===== config.mk =====
export PLATFORM = sky130hd
export DESIGN_NAME = cbq_mac
export DESIGN_NICKNAME = d
export VERILOG_FILES = /design/src/hdl/cbq_pkg.sv /design/src/hdl/cbq_mac.sv
export SDC_FILE = /design/constraint.sdc
export NUM_CORES = 2
export LEC_CHECK = 0
export BUFFER_PORTS_ARGS = -buffer_cell sky130_fd_sc_hd__buf_2
export CAP_MARGIN = 15
export CELL_PAD_IN_SITES_DETAIL_PLACEMENT = 0
export CELL_PAD_IN_SITES_GLOBAL_PLACEMENT = 2
export CORE_UTILIZATION = 39
export DETAILED_ROUTE_END_ITERATION = 8
export HOLD_SLACK_MARGIN = 0.05
export PLACE_DENSITY_LB_ADDON = 0.1
export SYNTH_ARGS = -nofsm -noshare
export SYNTH_HDL_FRONTEND = slang
export SYNTH_SLANG_ARGS = --single-unit

===== constraint.sdc =====
create_clock -name clk_i -period 3.1 [get_ports clk_i]
set_input_delay 0.31 -clock clk_i [delete_from_list [all_inputs] [get_ports clk_i]]
set_output_delay 0.31 -clock clk_i [all_outputs]
set_load 0.01 [all_outputs]

===== src/hdl/cbq_pkg.sv =====
// Shared constants and types for the cascaded biquad filter.
package cbq_pkg;

  localparam int MaxSections     = 16;
  localparam int SampleWidth     = 24;
  localparam int CoefFracBits    = 28;
  localparam int CoefWidth       = 32;
  localparam int SectionIdxWidth = 4;
  localparam int CoefSelWidth    = 4;
  localparam int SlotsPerSection = 9;
  localparam int HistTaps        = 4;
  localparam int CfgIdxWidth     = 1;
  localparam int CfgDataWidth    = 5;

  typedef enum logic [CfgIdxWidth-1:0] {
    CFG_SECTION_ORDER   = 1'b0,
    CFG_SECTIONS_IN_USE = 1'b1
  } cfg_idx_e;

  typedef enum logic {
    REQ_SAMPLE = 1'b0,
    REQ_COEF   = 1'b1
  } req_type_e;

  typedef struct packed {
    logic clear;
    logic load;
  } mac_ctrl_t;

endpackage


===== src/hdl/cbq_mac.sv =====
// Shared multiply-accumulate with round half up and 32-bit saturation.
module cbq_mac #(
  parameter int COEF_FRAC_BITS = cbq_pkg::CoefFracBits
) (
  input  logic                                clk_i,
  input  logic                                rst_ni,
  input  cbq_pkg::mac_ctrl_t                  ctrl_i,
  input  logic signed [cbq_pkg::CoefWidth-1:0] coef_i,
  input  logic signed [cbq_pkg::CoefWidth-1:0] data_i,
  output logic signed [cbq_pkg::CoefWidth-1:0] res_o,
  output logic                                clip_o
);
  import cbq_pkg::*;

  localparam int ProdW = 2 * CoefWidth;
  localparam int AccW  = ProdW + 4;
  localparam int ResW  = AccW - COEF_FRAC_BITS;
  localparam logic [AccW-1:0] Half = {{(AccW-1){1'b0}}, 1'b1} << (COEF_FRAC_BITS - 1);

  logic signed [ProdW-1:0] prod_q;
  logic                    prod_vld_q;
  logic signed [AccW-1:0]  acc_q;
  logic [AccW-1:0]         rnd;
  logic [ResW-1:0]         quo;
  logic [ResW-CoefWidth:0] top_bits;

  always_ff @(posedge clk_i or negedge rst_ni) begin
    if (!rst_ni) begin
      prod_vld_q <= 1'b0;
    end else begin
      prod_vld_q <= ctrl_i.load;
    end
  end

  always_ff @(posedge clk_i) begin
    if (ctrl_i.load) begin
      prod_q <= coef_i * data_i;
    end
    if (ctrl_i.clear) begin
      acc_q <= '0;
    end else if (prod_vld_q) begin
      acc_q <= acc_q + AccW'(prod_q);
    end
  end

  // floor((acc + half) / 2^F) is the upper bit field of the two's complement sum
  assign rnd      = acc_q + Half;
  assign quo      = rnd[AccW-1:COEF_FRAC_BITS];
  assign top_bits = quo[ResW-1:CoefWidth-1];
  assign clip_o   = !((&top_bits) || !(|top_bits));

  always_comb begin
    if (!clip_o) begin
      res_o = quo[CoefWidth-1:0];
    end else if (quo[ResW-1]) begin
      res_o = {1'b1, {(CoefWidth-1){1'b0}}};
    end else begin
      res_o = {1'b0, {(CoefWidth-1){1'b1}}};
    end
  end

endmodule


==> results.yml <==
routing:
  vias_per_cell: 4.94
  dr.pass1.iters: 5
  drtIter0Drc: 1644
  num_vias: 35000
  post_drt_wl_per_cell_um: 19.7
  drc_errors: 0
  drt-total-wl_um: 140000
  ant_nets: 0
cells_and_area:
  layout-drive-gt1-share_pct: 24.1
  final_nets: 6959
  fill_cells: 11100
  synthToLayoutAreaGrowth_pct: 25.4
  layoutNonFillerInstCount: 7094
die:
  die_x_um: 344
  io_pins: 101
  core_area_um2: 116000
  rows: 125
  die_h_um: 344
  start_util_pct: 39.3
  die-area_um2: 118000
critical_path:
  crit_type: "input port to flip-flop"
  arrival_ns: 7.44
  critPathLaunchType: "input port"
  crit_fanout: 8
  cp_slowest_stage_delay_ns: 0.56
  r2r.worst_path.cells: 18
  slowest_stage: "fa_1"
  crit_top_cell: "fa_1"
  required_ns: 3.29
  end_kind: "flip-flop"
sta:
  rsz0062_at_grt: "yes"
  max_slew.worst_pin.slew_ns: 0.852
  finalHoldViolations: 0
  max_freq_mhz: 138
  slew_viol_final: 0
  min_period_ns: 7.25
  slew_headroom_pct: 43.2
  setup_viol: 113
  setup_ws_ns: -4.15
  skew_ns: 0.0144
  fin_crit_sh_pct: 234
global_route:
  grt_pass1_wl_um: 222000
  antenna_found_initial: 1
  grt_pass1_vias: 38200
  grt-ovfl-total: 0
  grt_start_max_net_pins: 71
  track_usage_pct: 24.4
clock_network:
  worstSkewPairLatency_ns: 0.45
  cts_tree: "yes"
  clock-sinks: 133
  cts_root_buffer: "clkbuf_16"
  htreeDepth: 4
  cts.clk_slew.worst_paths_ns: 0.06
  numCtsBuffers: 17
  cts_buffer_depth: 2
place:
  hpwl_um: 118000
  dp_cells: 6998
  io_buffers: 100
  gp_congestion: 0.850
synthesis:
  synth_area_per_cell_um2: 9.20
  postSynthNetCount: 6356
  syn_inst: 4953
  synth_top_area_share_pct: 47.6
  synth_seq_cells: 133
  seq_area_frac_synth_pct: 7.26
  synth_edf_count: 64
  synthDistinctLibCells: 86
  async_flop_share_pct: 0.752
  ys.flop_type: "dfxtp_1"
  yosys-top-cells-count: "fa_1 (1,083), inv_1 (992), nand2_1 (575)"
  yosysTopAreaCell: "fa_1"
  synth_area_leaders: "fa_1 (48%), inv_1 (8.2%), and2_1 (7.2%), ha_1 (6.9%), nand2_1 (4.7%)"
  yosys_warnings: 0
  yosysMostFrequentCell: "fa_1"
  synthesis.area_um2: 45600
status:
  status: "finished, violations left"
  violations: "setup timing"
min_path:
  worstHoldPathCells: 1
  worstHoldPathType: "input port to flip-flop"
run:
  max-cap-violations: 0
[worst max-delay path, delay by kind of cell]
family / cells / cell delay (ns)
AOI/OAI and AO/OA: 7 / 1.35
xor gates and xnor gates: 1 / 0.12
adders and majority gates: 9 / 4.20
buffers and inverters: 6 / 0.43
and+or+nand+nor: 4 / 1.00
[path summary, 6_finish.rpt]
| check | startpoint | end | slack [ns] |
|---|---|---|---|
| max | coef_i[18] | prod_q[61]$_DFFE_PP_ | -4.15 |
| min | ctrl_i[0] | prod_vld_q$_DFF_PN0_ | 0.16 |
| max reg2reg | prod_q[0]$_DFFE_PP_ | acc_q[64]$_SDFFE_PP0P_ | -0.35 |
| min reg2reg | acc_q[0]$_SDFFE_PP0P_ | acc_q[0]$_SDFFE_PP0P_ | 0.49 |
| max in group asynchronous | rst_ni | prod_vld_q$_DFF_PN0_ | 2.83 |
| min in group asynchronous | rst_ni | prod_vld_q$_DFF_PN0_ | 0.17 |
[metrics by stage]
| stage | instance area (um^2) | hold slack, ns | setup TNS [ns] | utilization (%) | setup WS, ns |
|---|---|---|---|---|---|
| finish | 57200 | 0.156 | -194.85 | 49.3 | -4.15 |
| global route | 57200 | 0.159 | -217.97 | 49.3 | -4.40 |
| CTS | 55400 | 0.135 | -201.24 | 47.8 | -4.20 |
| detailed placement | 53200 | 0.0868 | -249.16 | 45.8 | -5.16 |
| global placement | 53200 | 0.0868 | -249.39 | 45.8 | -5.21 |
| floorplan | 46800 | 0.0144 | -181.72 | - | -4.26 |
[cell type report]
type / count / area [um^2] / share of cell area [%]
inverters: 993 / 3730 / 6.53
repair buffers: 857 / 7840 / 13.7
diodes: 1 / 2.50 / 0.00438
multi-input cells: 3554 / 39700 / 69.5
flip-flops and latches: 133 / 3350 / 5.86
clock inverters: 15 / 204 / 0.357
well taps: 1524 / 1910 / 3.34
clock buffers: 17 / 425 / 0.744
[layout by cell type, fill, tap and decap left out, types with 55 or more instances in the layout]
| master | netlist | final |
|---|---|---|
| a21o_1 | 77 | 77 |
| nand2_1 | 575 | 542 |
| xnor2_1 | 102 | 93 |
| buf_6 | 0 | 95 |
| inv_1 | 992 | 954 |
| buf_12 | 0 | 55 |
| buf_4 | 0 | 622 |
| nor2_1 | 183 | 168 |
| and2_1 | 528 | 480 |
| edfxtp_1 | 64 | 64 |
| a21oi_1 | 145 | 108 |
| o21ai_0 | 95 | 69 |
| ha_1 | 252 | 196 |
| fa_1 | 1083 | 994 |
| fa_2 | 0 | 89 |
[state kept, by name, summed over array words and instances (netlist names)]
signal,flops
prod_q,64
prod_vld_q,1
acc_q,68
[kinds of logic (layout without fill, tap and decap cells)]
kind of cell,count (synthesis),in the layout,synth area share (%)
and+or+nand+nor,1502,1502,16.4
adders and majority gates,1335,1335,54.5
buffers and inverters,1266,1882,10.5
AOI/OAI and AO/OA,510,510,7.21
xor gates and xnor gates,160,160,3.07
DFF,133,133,7.26
muxes,47,47,1.04
other,0,1,0
[routing by layer]
layer  global-route usage, %  part of all wire [%]
met1                    36.5                    49
met2                    38.3                    45
met3                    2.53                   4.2
met4                    4.74                   1.7
met5                       0                     0
[repair_timing]
item | in CTS | in global routing
endpoints found under the setup margin | 122 | 130
gates resized for setup | 326 | 345
buffers inserted | 28 | 34
pin swaps | 134 | 218
hold endpoints to repair | 1 | 0
gates cloned | 3 | 9
hold buffers | 1 | 0
Power is left out: the tool's default activity adds up to more than one toggle a clock period on the data nets, which glitch-free logic cannot reach.
